[config.mk]
export PLATFORM = sky130hd
export DESIGN_NAME = matrix_multiply_top_flat
export DESIGN_NICKNAME = d
export VERILOG_FILES = /design/src/design/mm_pkg.sv /design/src/design/mm_if.sv /design/src/design/mm_regs.sv /design/src/design/mm_seq.sv /design/src/design/mm_cell.sv /design/src/design/matrix_multiply_top.sv /design/src/flat_wrapper.sv
export SDC_FILE = /design/constraint.sdc
export NUM_CORES = 2
export LEC_CHECK = 0
export BUFFER_PORTS_ARGS = -buffer_cell sky130_fd_sc_hd__buf_4
export CAP_MARGIN = 20
export CORE_AREA = 2 2 376 657
export DETAILED_ROUTE_END_ITERATION = 6
export DIE_AREA = 0 0 378 659
export GPL_TIMING_DRIVEN = 0
export HOLD_SLACK_MARGIN = 0.02
export PLACE_DENSITY = 0.69
export SETUP_SLACK_MARGIN = 0.3
export SYNTH_ARGS = -nofsm -noshare
export SYNTH_HDL_FRONTEND = slang
export SYNTH_SLANG_ARGS = --single-unit
[constraint.sdc]
create_clock -name clk -period 9.47 [get_ports clk]
set_input_delay 0 -clock clk [delete_from_list [all_inputs] [get_ports clk]]
set_output_delay 0 -clock clk [all_outputs]
set_load 0.02 [all_outputs]
[src/design/mm_pkg.sv]
// ----------------------------------------------------------------------------
// Matrix multiply package
// Shared widths, register indexes, control structs and helpers.
// ----------------------------------------------------------------------------
package mm_pkg;

	// Fixed payload widths
	localparam int VALUE_W    = 16;
	localparam int PRODUCT_W  = 35;
	localparam int IDX_W      = 3;
	localparam int DIM_CFG_W  = 4;

	// Configuration port
	localparam int APB_ADDR_W = 4;
	localparam int APB_DATA_W = 32;

	localparam logic [1:0] REG_LEFT_ROWS  = 2'd0;
	localparam logic [1:0] REG_INNER_SIZE = 2'd1;
	localparam logic [1:0] REG_RIGHT_COLS = 2'd2;

	// Element input codes
	localparam logic OP_LEFT  = 1'b0;
	localparam logic OP_RIGHT = 1'b1;

	// Matrix dimensions, already clamped to 1..MAX_DIM
	typedef struct packed {
		logic [DIM_CFG_W-1:0] rows;
		logic [DIM_CFG_W-1:0] inner;
		logic [DIM_CFG_W-1:0] cols;
	} mm_cfg_t;

	// One multiply-accumulate beat travelling down the pipeline
	typedef struct packed {
		logic             valid;
		logic             first;
		logic             fin;
		logic             last;
		logic [IDX_W-1:0] row;
		logic [IDX_W-1:0] col;
	} mm_tok_t;

	// Map a written dimension into 1..lim
	function automatic logic [DIM_CFG_W-1:0] clamp_dim(input logic [DIM_CFG_W-1:0] v,
		input logic [DIM_CFG_W-1:0] lim);
		logic [DIM_CFG_W-1:0] d;
		d = v;
		if (d == '0) begin
			d = DIM_CFG_W'(1);
		end
		if (d > lim) begin
			d = lim;
		end
		return d;
	endfunction

endpackage

[src/design/mm_if.sv]
// ----------------------------------------------------------------------------
// Matrix multiply channels
// Valid/ready channels for loaded elements and product elements.
// ----------------------------------------------------------------------------
interface mm_in_if;
	import mm_pkg::*;

	logic                      valid;
	logic                      ready;
	logic                      operation;
	logic signed [VALUE_W-1:0] value;

	modport source(output valid, output operation, output value, input ready);
	modport sink(input valid, input operation, input value, output ready);
endinterface

interface mm_out_if;
	import mm_pkg::*;

	logic                        valid;
	logic                        ready;
	logic signed [PRODUCT_W-1:0] product;
	logic [IDX_W-1:0]            out_row;
	logic [IDX_W-1:0]            out_col;
	logic                        last;

	modport source(output valid, output product, output out_row, output out_col,
		output last, input ready);
	modport sink(input valid, input product, input out_row, input out_col,
		input last, output ready);
endinterface

[src/design/mm_regs.sv]
// ----------------------------------------------------------------------------
// Matrix multiply registers
// APB-style register file holding the three matrix dimensions.
// ----------------------------------------------------------------------------
module mm_regs #(
	parameter int MAX_DIM = 8
) (
	input  logic                          clk,
	input  logic                          arst_n,
	input  logic                          psel,
	input  logic                          penable,
	input  logic                          pwrite,
	input  logic [mm_pkg::APB_ADDR_W-1:0] paddr,
	input  logic [mm_pkg::APB_DATA_W-1:0] pwdata,
	output logic [mm_pkg::APB_DATA_W-1:0] prdata,
	output logic                          pready,
	output mm_pkg::mm_cfg_t               cfg
);
	import mm_pkg::*;

	logic                 wr_en;
	logic [1:0]           reg_idx;
	logic [DIM_CFG_W-1:0] wr_dim;
	mm_cfg_t              cfg_q;

	assign pready  = 1'b1;
	assign reg_idx = paddr[3:2];
	assign wr_en   = psel & penable & pwrite;
	assign wr_dim  = clamp_dim(pwdata[DIM_CFG_W-1:0], DIM_CFG_W'(MAX_DIM));

	// Write one dimension at the access beat
	always_ff @(posedge clk or negedge arst_n) begin
		if (!arst_n) begin
			cfg_q.rows  <= DIM_CFG_W'(1);
			cfg_q.inner <= DIM_CFG_W'(1);
			cfg_q.cols  <= DIM_CFG_W'(1);
		end else if (wr_en) begin
			case (reg_idx)
				REG_LEFT_ROWS:  cfg_q.rows  <= wr_dim;
				REG_INNER_SIZE: cfg_q.inner <= wr_dim;
				REG_RIGHT_COLS: cfg_q.cols  <= wr_dim;
				default: ;
			endcase
		end
	end

	// Read back the stored dimension
	always_comb begin
		case (reg_idx)
			REG_LEFT_ROWS:  prdata = APB_DATA_W'(cfg_q.rows);
			REG_INNER_SIZE: prdata = APB_DATA_W'(cfg_q.inner);
			REG_RIGHT_COLS: prdata = APB_DATA_W'(cfg_q.cols);
			default:        prdata = '0;
		endcase
	end

	assign cfg = cfg_q;

endmodule

[src/design/mm_seq.sv]
// ----------------------------------------------------------------------------
// Matrix multiply sequencer
// Counts loaded elements and walks row, inner and column indexes.
// ----------------------------------------------------------------------------
module mm_seq #(
	parameter int ADDR_W = 6
) (
	input  logic              clk,
	input  logic              arst_n,
	input  mm_pkg::mm_cfg_t   cfg,
	input  logic              fire,
	input  logic              op,
	input  logic              adv,
	input  logic              drain_busy,
	output logic              ready,
	output logic              wr_left,
	output logic              wr_right,
	output logic [ADDR_W-1:0] wr_addr,
	output logic [ADDR_W-1:0] laddr,
	output logic [ADDR_W-1:0] raddr,
	output mm_pkg::mm_tok_t   issue
);
	import mm_pkg::*;

	localparam int CNT_W = ADDR_W + 1;

	logic [CNT_W-1:0]  lcnt_q, rcnt_q, lcnt_nxt, rcnt_nxt;
	logic [7:0]        need_l, need_r;
	logic              done;
	logic              run_q;
	logic [IDX_W-1:0]  r_q, k_q, c_q;
	logic [IDX_W-1:0]  rows_m1, inner_m1, cols_m1;
	logic [ADDR_W-1:0] laddr_q, raddr_q;
	logic              c_wrap, k_wrap, r_wrap;

	assign need_l = {4'd0, cfg.rows} * {4'd0, cfg.inner};
	assign need_r = {4'd0, cfg.inner} * {4'd0, cfg.cols};

	// Drop elements for a matrix that is already complete
	assign wr_left  = fire && (op == OP_LEFT) && (8'(lcnt_q) < need_l);
	assign wr_right = fire && (op == OP_RIGHT) && (8'(rcnt_q) < need_r);
	assign wr_addr  = wr_left ? lcnt_q[ADDR_W-1:0] : rcnt_q[ADDR_W-1:0];

	assign lcnt_nxt = lcnt_q + CNT_W'(wr_left);
	assign rcnt_nxt = rcnt_q + CNT_W'(wr_right);
	assign done     = (8'(lcnt_nxt) >= need_l) && (8'(rcnt_nxt) >= need_r);

	assign rows_m1  = IDX_W'(cfg.rows - DIM_CFG_W'(1));
	assign inner_m1 = IDX_W'(cfg.inner - DIM_CFG_W'(1));
	assign cols_m1  = IDX_W'(cfg.cols - DIM_CFG_W'(1));

	assign c_wrap = (c_q == cols_m1);
	assign k_wrap = (k_q == inner_m1);
	assign r_wrap = (r_q == rows_m1);

	// Load elements, then step the column fastest, inner next, row last
	always_ff @(posedge clk or negedge arst_n) begin
		if (!arst_n) begin
			lcnt_q  <= '0;
			rcnt_q  <= '0;
			run_q   <= 1'b0;
			r_q     <= '0;
			k_q     <= '0;
			c_q     <= '0;
			laddr_q <= '0;
			raddr_q <= '0;
		end else begin
			if (fire) begin
				if (done) begin
					lcnt_q  <= '0;
					rcnt_q  <= '0;
					run_q   <= 1'b1;
					r_q     <= '0;
					k_q     <= '0;
					c_q     <= '0;
					laddr_q <= '0;
					raddr_q <= '0;
				end else begin
					lcnt_q <= lcnt_nxt;
					rcnt_q <= rcnt_nxt;
				end
			end
			if (run_q && adv) begin
				if (c_wrap) begin
					c_q     <= '0;
					laddr_q <= laddr_q + ADDR_W'(1);
					if (k_wrap) begin
						k_q     <= '0;
						raddr_q <= '0;
						r_q     <= r_q + IDX_W'(1);
						if (r_wrap) begin
							run_q <= 1'b0;
						end
					end else begin
						k_q     <= k_q + IDX_W'(1);
						raddr_q <= raddr_q + ADDR_W'(1);
					end
				end else begin
					c_q     <= c_q + IDX_W'(1);
					raddr_q <= raddr_q + ADDR_W'(1);
				end
			end
		end
	end

	assign ready = !run_q && !drain_busy;
	assign laddr = laddr_q;
	assign raddr = raddr_q;

	// Describe the beat issued this cycle
	always_comb begin
		issue.valid = run_q;
		issue.first = (k_q == '0);
		issue.fin   = k_wrap;
		issue.last  = r_wrap && c_wrap;
		issue.row   = r_q;
		issue.col   = c_q;
	end

endmodule

[src/design/mm_cell.sv]
// ----------------------------------------------------------------------------
// Matrix multiply accumulator cell
// One partial sum of the ring; takes its neighbor's sum on each beat.
// ----------------------------------------------------------------------------
module mm_cell #(
	parameter int W = 35
) (
	input  logic         clk,
	input  logic         en,
	input  logic         clr,
	input  logic         add,
	input  logic [W-1:0] sum_in,
	input  logic [W-1:0] addend,
	output logic [W-1:0] nxt,
	output logic [W-1:0] sum
);
	logic [W-1:0] sum_q;

	// Restart or carry the incoming sum, optionally adding the product
	assign nxt = (clr ? '0 : sum_in) + (add ? addend : '0);

	always_ff @(posedge clk) begin
		if (en) begin
			sum_q <= nxt;
		end
	end

	assign sum = sum_q;

endmodule

[src/design/matrix_multiply_top.sv]
// ----------------------------------------------------------------------------
// Matrix multiply top level
// Loads two matrices and streams their exact fixed-point product.
// ----------------------------------------------------------------------------
// Usage: write left_rows, inner_size and right_cols over the APB port while
// idle. Send elements on the operand channel, one beat per cycle: operation 0
// for the next left element, 1 for the next right element, each in row-major
// order; surplus elements are dropped. The beat that completes both matrices
// starts the product. Results leave on the result channel in row-major order,
// the final one with last set. The product is computed by the single
// multiplier feeding a ring of right_cols accumulator cells, one
// multiply-accumulate per cycle while the result is not stalled; a result
// leaves once its last inner term is summed. operand.ready is low after the
// completing beat until the last result is registered.
// A stalled result freezes the whole multiply pipeline.
// Reset clears the element counts and sets every dimension to 1; the element
// stores are not cleared.
// ----------------------------------------------------------------------------
module matrix_multiply_top #(
	parameter int MAX_DIM   = 8,
	parameter int ELEM_BITS = 16
) (
	input  logic                          clk,
	input  logic                          arst_n,
	mm_in_if.sink                         operand,
	mm_out_if.source                      result,
	input  logic                          psel,
	input  logic                          penable,
	input  logic                          pwrite,
	input  logic [mm_pkg::APB_ADDR_W-1:0] paddr,
	input  logic [mm_pkg::APB_DATA_W-1:0] pwdata,
	output logic [mm_pkg::APB_DATA_W-1:0] prdata,
	output logic                          pready
);
	import mm_pkg::*;

	localparam int DEPTH  = MAX_DIM * MAX_DIM;
	localparam int ADDR_W = (DEPTH > 1) ? $clog2(DEPTH) : 1;
	localparam int DIM_W  = (MAX_DIM > 1) ? $clog2(MAX_DIM) : 1;
	localparam int PROD_W = 2 * ELEM_BITS;
	localparam int EXT_W  = (PROD_W > PRODUCT_W) ? PROD_W : PRODUCT_W;
	localparam int VEXT_W = ELEM_BITS + VALUE_W;

	mm_cfg_t                     cfg;
	logic                        fire, adv, drain_busy;
	logic                        wr_left, wr_right;
	logic [ADDR_W-1:0]           wr_addr, laddr, raddr;
	mm_tok_t                     issue, tok_s1, tok_s2;
	logic signed [VEXT_W-1:0]    vext;
	logic signed [ELEM_BITS-1:0] elem;
	logic signed [ELEM_BITS-1:0] lmem [DEPTH];
	logic signed [ELEM_BITS-1:0] rmem [DEPTH];
	logic signed [ELEM_BITS-1:0] lrd_s1, rrd_s1;
	logic signed [PROD_W-1:0]    prod_s2;
	logic signed [EXT_W-1:0]     prod_ext;
	logic [PRODUCT_W-1:0]        prod35;
	logic [PRODUCT_W-1:0]        cell_q   [MAX_DIM];
	logic [PRODUCT_W-1:0]        cell_nxt [MAX_DIM];
	logic [PRODUCT_W-1:0]        tail;
	logic [DIM_W-1:0]            tail_idx;
	logic                        ring_en;
	logic                        out_valid_q;
	logic [PRODUCT_W-1:0]        product_q;
	logic [IDX_W-1:0]            row_q, col_q;
	logic                        last_q;

	mm_regs #(.MAX_DIM(MAX_DIM)) u_regs (
		.clk     (clk),
		.arst_n  (arst_n),
		.psel    (psel),
		.penable (penable),
		.pwrite  (pwrite),
		.paddr   (paddr),
		.pwdata  (pwdata),
		.prdata  (prdata),
		.pready  (pready),
		.cfg     (cfg)
	);

	assign fire       = operand.valid && operand.ready;
	assign adv        = !out_valid_q || result.ready;
	assign drain_busy = tok_s1.valid || tok_s2.valid;

	mm_seq #(.ADDR_W(ADDR_W)) u_seq (
		.clk        (clk),
		.arst_n     (arst_n),
		.cfg        (cfg),
		.fire       (fire),
		.op         (operand.operation),
		.adv        (adv),
		.drain_busy (drain_busy),
		.ready      (operand.ready),
		.wr_left    (wr_left),
		.wr_right   (wr_right),
		.wr_addr    (wr_addr),
		.laddr      (laddr),
		.raddr      (raddr),
		.issue      (issue)
	);

	// Sign-extend the loaded value, keep the element width
	assign vext = VEXT_W'(operand.value);
	assign elem = vext[ELEM_BITS-1:0];

	// Element stores: written while loading, read while multiplying
	always_ff @(posedge clk) begin
		if (wr_left) begin
			lmem[wr_addr] <= elem;
		end
		if (wr_right) begin
			rmem[wr_addr] <= elem;
		end
		if (adv) begin
			lrd_s1 <= lmem[laddr];
			rrd_s1 <= rmem[raddr];
			prod_s2 <= lrd_s1 * rrd_s1;
		end
	end

	// Advance the beat tags alongside the read and multiply stages
	always_ff @(posedge clk or negedge arst_n) begin
		if (!arst_n) begin
			tok_s1 <= '0;
			tok_s2 <= '0;
		end else if (adv) begin
			tok_s1 <= issue;
			tok_s2 <= tok_s1;
		end
	end

	assign prod_ext = EXT_W'(prod_s2);
	assign prod35   = prod_ext[PRODUCT_W-1:0];

	// Ring of partial sums, one per product column; its length is right_cols
	assign ring_en  = adv && tok_s2.valid;
	assign tail_idx = DIM_W'(cfg.cols - DIM_CFG_W'(1));
	assign tail     = cell_q[tail_idx];

	for (genvar i = 0; i < MAX_DIM; i++) begin : g_cell
		if (i == 0) begin : g_head
			mm_cell #(.W(PRODUCT_W)) u_cell (
				.clk    (clk),
				.en     (ring_en),
				.clr    (tok_s2.first),
				.add    (1'b1),
				.sum_in (tail),
				.addend (prod35),
				.nxt    (cell_nxt[i]),
				.sum    (cell_q[i])
			);
		end else begin : g_body
			mm_cell #(.W(PRODUCT_W)) u_cell (
				.clk    (clk),
				.en     (ring_en),
				.clr    (1'b0),
				.add    (1'b0),
				.sum_in (cell_q[i-1]),
				.addend (prod35),
				.nxt    (cell_nxt[i]),
				.sum    (cell_q[i])
			);
		end
	end

	// Hold the finished product until the receiver takes it
	always_ff @(posedge clk or negedge arst_n) begin
		if (!arst_n) begin
			out_valid_q <= 1'b0;
		end else if (adv) begin
			out_valid_q <= tok_s2.valid && tok_s2.fin;
		end
	end

	always_ff @(posedge clk) begin
		if (adv && tok_s2.valid && tok_s2.fin) begin
			product_q <= cell_nxt[0];
			row_q     <= tok_s2.row;
			col_q     <= tok_s2.col;
			last_q    <= tok_s2.last;
		end
	end

	assign result.valid   = out_valid_q;
	assign result.product = $signed(product_q);
	assign result.out_row = row_q;
	assign result.out_col = col_q;
	assign result.last    = last_q;

endmodule

[src/flat_wrapper.sv]
// flat-port wrapper written by rule: the top's interface ports become plain ports
module matrix_multiply_top_flat import mm_pkg::*;
#(
	parameter int MAX_DIM   = 8,
	parameter int ELEM_BITS = 16
)
  (clk, arst_n, psel, penable, pwrite, paddr, pwdata, prdata, pready, operand_valid, operand_operation, operand_value, operand_ready, result_valid, result_product, result_out_row, result_out_col, result_last, result_ready);
  mm_in_if operand_i ();
  mm_out_if result_i ();
  input  logic clk;
  input  logic arst_n;
  input  logic psel;
  input  logic penable;
  input  logic pwrite;
  input  logic [mm_pkg::APB_ADDR_W-1:0] paddr;
  input  logic [mm_pkg::APB_DATA_W-1:0] pwdata;
  output logic [mm_pkg::APB_DATA_W-1:0] prdata;
  output logic pready;
  input wire logic [$bits(operand_i.valid)-1:0] operand_valid;
  input wire logic [$bits(operand_i.operation)-1:0] operand_operation;
  input wire logic [$bits(operand_i.value)-1:0] operand_value;
  output wire logic [$bits(operand_i.ready)-1:0] operand_ready;
  output wire logic [$bits(result_i.valid)-1:0] result_valid;
  output wire logic [$bits(result_i.product)-1:0] result_product;
  output wire logic [$bits(result_i.out_row)-1:0] result_out_row;
  output wire logic [$bits(result_i.out_col)-1:0] result_out_col;
  output wire logic [$bits(result_i.last)-1:0] result_last;
  input wire logic [$bits(result_i.ready)-1:0] result_ready;
  assign operand_i.valid = operand_valid;
  assign operand_i.operation = operand_operation;
  assign operand_i.value = operand_value;
  assign operand_ready = operand_i.ready;
  assign result_valid = result_i.valid;
  assign result_product = result_i.product;
  assign result_out_row = result_i.out_row;
  assign result_out_col = result_i.out_col;
  assign result_last = result_i.last;
  assign result_i.ready = result_ready;
  matrix_multiply_top #(.MAX_DIM(MAX_DIM), .ELEM_BITS(ELEM_BITS)) u_core (.clk(clk), .arst_n(arst_n), .operand(operand_i), .result(result_i), .psel(psel), .penable(penable), .pwrite(pwrite), .paddr(paddr), .pwdata(pwdata), .prdata(prdata), .pready(pready));
endmodule
Word-level counts from Yosys, hierarchy flattened
Memory sizes are Yosys's and may differ from the RTL's. A register that Yosys moved wholly into a read port is not among the register bits.
Cells that the tools add are included.

word-level totals
  bits in registers = 423
  RAM bits = 2048
  output and inout port bits = 77
  word-level logic and storage cells = 137
  memories kept = 2

memories
  name         words  width  read ports  clocked after memory_dff  write ports  RTL line                   source
  u_core.lmem  64     16     1           1                         1            matrix_multiply_top.sv:51  logic signed [ELEM_BITS-1:0] lmem [DEPTH];
  u_core.rmem  64     16     1           1                         1            matrix_multiply_top.sv:52  logic signed [ELEM_BITS-1:0] rmem [DEPTH];

operators by class
  $add $sub $neg = 11
  $mul = 3
  order comparisons = 6
  eq/ne operators = 5
  muxes and demuxes = 43
  bitwise gates (word level) = 4
  reduce and logical (&&, ||, !) cells = 26

operators with widths
  cell                 count
  $bmux 35 s3          1
  $mux 35              3
  $mux 6               10
  $mux 3               14
  $add 35x35->35       1
  $mul 16x16->32       1
  $ge 7x8->1           2
  $lt 7x8->1           2
  $mul 4x4->8          2
  $add 7x1->7          2
  $mux 7               2
  $add 6x1->6 const B  2
  $logic_and 1x1->1    12
  $pmux 4 s3           1
  $mux 1               10
  $add 3x1->3 const B  3
  $eq 3x3->1           3
  $sub 3x1->3 const B  3
  $mux 4               2
  $reduce_and 2->1     4
  $ge 4x4->1 const B   1
  $gt 4x4->1 const B   1
  $logic_not 4->1      1
  $not 3->4            1
  other kinds (9)      14

Longest topological paths before layout
  depth after elaboration = 15
  mapped depth = 27
  depth with buffers taken out = 25

Hierarchy
From an unflattened synthesis, not the netlist that was laid out.

second synthesis, totals
  cells, all modules = 7999
  area total of the unflattened synthesis = 126181.0 µm²

by module, submodules not included
  module               instances  cells each  area an instance (µm²)  seq. area each (µm²)
  matrix_multiply_top  1          4441        93852.5                 65207.5
  mm_cell              8          384         3478.3                  1051.0
  mm_seq               1          409         3684.8                  900.9
  mm_regs              1          77          817.0                   304.0

Worst setup path before layout
Ideal clock, no wire load.

  kind = reg2reg
  start = reg u_core.out_valid_q (netlist: u_core.result.valid)
  end = reg u_core.g_cell[0].g_head.u_cell.sum_q[0] (enable)
  library setup time = 676 ps
  arrival time = 7471 ps
  path slack = 1323 ps
  stages on the path, launching flop included = 6
  path buffers = 2
  clock period less this slack = 8147 ps
  cell sequence = dfrtp_1 nor2b_1 clkbuf_1 inv_1 clkbuf_1 and2_1

between the ends
  word-level cells in the longest chain between the ends = 3

RTL lines
  item                                         RTL line                    source
  from (decl)                                  matrix_multiply_top.sv:62   logic out_valid_q;
  from (signal assigned)                       matrix_multiply_top.sv:170  out_valid_q <= tok_s2.valid && tok_s2.fin;
  $logic_not 1->1                              matrix_multiply_top.sv:81   assign adv = !out_valid_q || result.ready;
  $logic_or 1x1->1                             matrix_multiply_top.sv:81
  $logic_and 1x1->1                            matrix_multiply_top.sv:135  assign ring_en = adv && tok_s2.valid;
  named net u_core.g_cell[0].g_head.u_cell.en  mm_cell.sv:9                input logic en,
  to (signal assigned)                         mm_cell.sv:24               sum_q <= nxt;
  to (decl)                                    mm_cell.sv:17               logic [W-1:0] sum_q;

The timed path passes the listed nets, and every way through them passes these cells.
A chain may end at the register's enable or synchronous reset.

==> impl_summary.txt <==
----------------------------------------------------
[Detailed routing]
  Via density ... 5.73
  Uppermost layer routed ... met5
  Via count of the routed design ... 57466
  # DRC ... 0
  Post-detailed-routing wire length ... 285000 um
  Routed wl met2 ... 151000 um
  Length of the first detailed-routing pass in iterations ... 5
  Wire length on met3 ... 16000 um
  Final antenna-violating net count ... 0
  Iteration-0 DRC count of the detailed router ... 5514
  Wire length on met1 ... around 92000 um
  Routed wire per std cell ... 28.5 um

[Clocking]
  Buffers inserted during post-CTS setup optimization ... 0
  Clock Pin Slew Worst Setup and Hold Paths ... 0.07 ns
  Clock Tree Buf Depth ... 4
  Clock latency reported for the late side of the worst-skew pair ... slightly above 0.9 ns
  TritonCTS clock tree ... done
  Number of sinks handled by clock tree synthesis ... 2503
  Number of buffers created by CTS ... 223
  CTS HTree Levels ... 4
  Clock root cell ... sky130_fd_sc_hd__clkbuf_16

[STA]
  Smallest setup slack after layout ... 0.574 ns
  Final Setup Violations ... 0
  Final Slew Violations ... 0
  Time the worst path needs with I/O delays and setup ... 8.90 ns
  Part of the cycle the worst path needs ... 0.939
  Number of hold-slack violations in the final timing report ... 0
  Worst slew margin ... 0.159
  Peak Freq ... 112 MHz
  RSZ-0062 raised after global routing ... no
  Worst-case clock skew ... 0.0779 ns
  Transition at the pin with the smallest max-transition slack ... 1.26 ns

[Global routing]
  GRT Overall Usage ... 0.228
  Pin count of the biggest net entering global routing ... 91
  Initial antenna violation count ... 14
  Total overflow reported by the global router ... 0
  Number of global-route vias before repair ... slightly above 60000
  Global-route wire length before repair ... 410000 um

[Synthesis]
  Number of enable-type register cells in the synthesized netlist ... 2434
  Netlist Area Pre-Place ... roughly 0.11 mm2
  Synth warnings ... 0
  Dominant cell by count in the synthesized netlist ... sky130_fd_sc_hd__edfxtp_1
  Mean instance size in the synthesized netlist ... approximately 18 um2
  Sequential cell area fraction in the yosys report ... 0.685
  Seq cells post-synth ... between 2000 and 3000
  Primary flip-flop cell chosen by synthesis mapping ... sky130_fd_sc_hd__edfxtp_1
  Area contributors post-synth ... sky130_fd_sc_hd__edfxtp_1, sky130_fd_sc_hd__mux4_2, sky130_fd_sc_hd__fa_1
  Top cells by instance count after synthesis ... sky130_fd_sc_hd__edfxtp_1, sky130_fd_sc_hd__mux4_2, sky130_fd_sc_hd__nand2_1
  Share of async-settable or async-resettable flops after synthesis ... 0.0276
  Count of distinct cell types in the synthesized netlist ... 78
  Cell taking the most area after synthesis ... sky130_fd_sc_hd__edfxtp_1
  Cells after synthesis ... 6053
  Area share of the leading cell type in the synthesized netlist ... 0.669

[Layout]
  Finished layout cell area ... 0.124 mm2
  Total Nets Final ... 7071
  Synthesis-to-finish area growth ... 13.6%
  Fraction of final layout cells with drive strength greater than 1 ... 0.210
  Final Core Density ... 0.509
  Count of filler cells inserted in the layout ... approximately 19000

[Floorplanning]
  Core Region ... 0.244 mm2
  Top-level port count ... about 140
  Initial standard-cell utilization of the core ... 0.448
  Number of placement rows ... 240
  Die ar. ... roughly 0.25 mm2
  Die width ... 378 um
  Y dimension of the die ... ~660 um

[Placement]
  Placed instance area ... 0.116 mm2
  Final GP Congestion ... 1.02
  Total of buffers placed on input and output ports ... 76
  Post-placement worst setup slack ... 0.311 ns
  Final HPWL from detailed placement ... 205000 um

[Min path]
  HP Class ... primary input to flop

[Setup path]
  WP data arrival ... roughly 9.5 ns
  Reg2reg setup slack ... 0.57 ns
  Maximum fanout along the worst path ... 10
  Crit end category ... flop
  Critical path start-end classification ... flop to flop
  Critical Path RT ... 10.03 ns
  Type of origin of the critical path ... flop

[Job]
  Number of max-capacitance violations reported ... 0

[Run status]
  Result of the run ... finished, final reports clean

----------------------------------------------------
## routing by layer
metal | vias up | global-route usage
met1 | 29910 | 0.235
met2 | 2265 | 0.415
met3 | 775 | 0.0334
met5 | - | 0
met4 | 10 | 0.172
li1 | 24506 | -
## placed cells by master (no fill, tap or decap), drive strengths merged, types with 167 or more instances in the layout
| cell type | netlist | layout |
|---|---|---|
| nand2 | 427 | 427 |
| ha | 179 | 179 |
| mux2i | 200 | 200 |
| a21oi | 235 | 235 |
| nor2 | 167 | 167 |
| edfxtp | 2434 | 2434 |
| clkbuf | 180 | 458 |
| mux4 | 550 | 550 |
| inv | 339 | 352 |
| fa | 271 | 271 |
| buf | 136 | 357 |
## path summary, 6_finish.rpt
check | startpoint | end | cells past startpoint
max in group asynchronous | arst_n | u_core.u_seq.laddr[5]$_DFF_PN0_ | 4
min in group asynchronous | arst_n | u_core.u_regs.cfg[0]$_DFFE_PN1P_ | 3
hold / removal | operand_value[8] | u_core.rmem[36][8]$_DFFE_PP_ | 2
setup reg to reg | u_core.u_regs.cfg[0]$_DFFE_PN1P_ | u_core.result.product[34]$_DFFE_PP_ | 21
hold reg to reg | u_core.tok_s2[4]$_DFFE_PN0N_ | u_core.result.out_row[1]$_DFFE_PP_ | 0
setup / recovery | u_core.u_regs.cfg[0]$_DFFE_PN1P_ | u_core.result.product[34]$_DFFE_PP_ | 21
## logic make-up (layout without fill, tap and decap cells)
group / Yosys count / in the layout / share of synthesized area
AOI/OAI and AO/OA: 624 / 624 / 0.0352
xor gates and xnor gates: 93 / 93 / 0.00763
muxes: 830 / 830 / 0.140
adders and majority gates: 450 / 450 / 0.0701
and+or+nand+nor: 896 / 896 / 0.0376
other: 2 / 53 / 0.0000687
DFF: 2503 / 2503 / 0.685
buffers and inverters: 655 / 1313 / 0.0247
## sequential cells by signal, indices dropped and copies added (netlist names), 6 cells and up
| name | cells |
|---|---|
| u_core.g_cell.g_body.u_cell.sum | 245 |
| u_core.g_cell.g_head.u_cell.sum | 35 |
| u_core.lmem | 1024 |
| u_core.lrd_s1 | 16 |
| u_core.prod_s2 | 32 |
| u_core.result.product | 35 |
| u_core.rmem | 1024 |
| u_core.rrd_s1 | 16 |
| u_core.tok_s1 | 10 |
| u_core.tok_s2 | 10 |
| u_core.u_regs.cfg | 12 |
| u_core.u_seq.laddr | 6 |
| u_core.u_seq.lcnt_q | 7 |
| u_core.u_seq.raddr | 6 |
| u_core.u_seq.rcnt_q | 7 |
## stage by stage
stage / std cells / hold slack (ns) / setup TNS (ns)
after detailed placement: 9561 / 0.229 / 0
final: 10029 / 0.107 / 0
after global placement: 9423 / 0.209 / -181.92
after CTS: 9998 / 0.0823 / 0
after floorplan: 6080 / -0.296 / 0
after global routing: 10018 / 0.119 / 0
## cell type report
| class | count | area [um2] | share of cell area |
|---|---|---|---|
| diodes | 24 | 60.1 | 0.000484 |
| plain buffers | 316 | 1430 | 0.0116 |
| clock buffers | 278 | 5880 | 0.0474 |
| clock inverters | 124 | 1250 | 0.0101 |
| inverters | 339 | 1270 | 0.0103 |
| multi-input cells | 2922 | 32200 | 0.260 |
| flip-flops and latches | 2503 | 74800 | 0.603 |
| well taps | 3267 | 4090 | 0.0329 |
| repair buffers | 256 | 3100 | 0.0250 |
## critical path, cell delays in order (launching register included)
cell and delay [ns]:
sky130_fd_sc_hd__dfstp_2 0.71, sky130_fd_sc_hd__clkbuf_2 0.46, sky130_fd_sc_hd__clkbuf_1 0.38, sky130_fd_sc_hd__inv_1 0.21
sky130_fd_sc_hd__ha_1 0.32, sky130_fd_sc_hd__clkbuf_1 0.66, sky130_fd_sc_hd__buf_1 0.72, sky130_fd_sc_hd__clkdlybuf4s15_1 0.83
sky130_fd_sc_hd__mux4_2 0.34, sky130_fd_sc_hd__nand2_1 0.05, sky130_fd_sc_hd__a21oi_1 0.22, sky130_fd_sc_hd__ha_1 0.32
sky130_fd_sc_hd__inv_1 0.09, sky130_fd_sc_hd__fa_1 0.44, sky130_fd_sc_hd__nor2b_1 0.16, sky130_fd_sc_hd__o31a_1 0.20
sky130_fd_sc_hd__a21oi_1 0.15, sky130_fd_sc_hd__a21oi_1 0.66, sky130_fd_sc_hd__a22oi_1 0.33, sky130_fd_sc_hd__o31ai_1 0.57
sky130_fd_sc_hd__nor4_1 0.10, sky130_fd_sc_hd__nor3_1 0.65
## repair_timing
| action | in CTS | in global routing |
|---|---|---|
| endpoints found under the hold margin | 1790 | 0 |
| hold buffers | 35 | 0 |
| gates resized for setup | 2 | 0 |
| setup endpoints to repair | 2 | 0 |
Power is not shown: default switching activity piles up to over one toggle a cycle in this logic, so the estimate is an artifact.
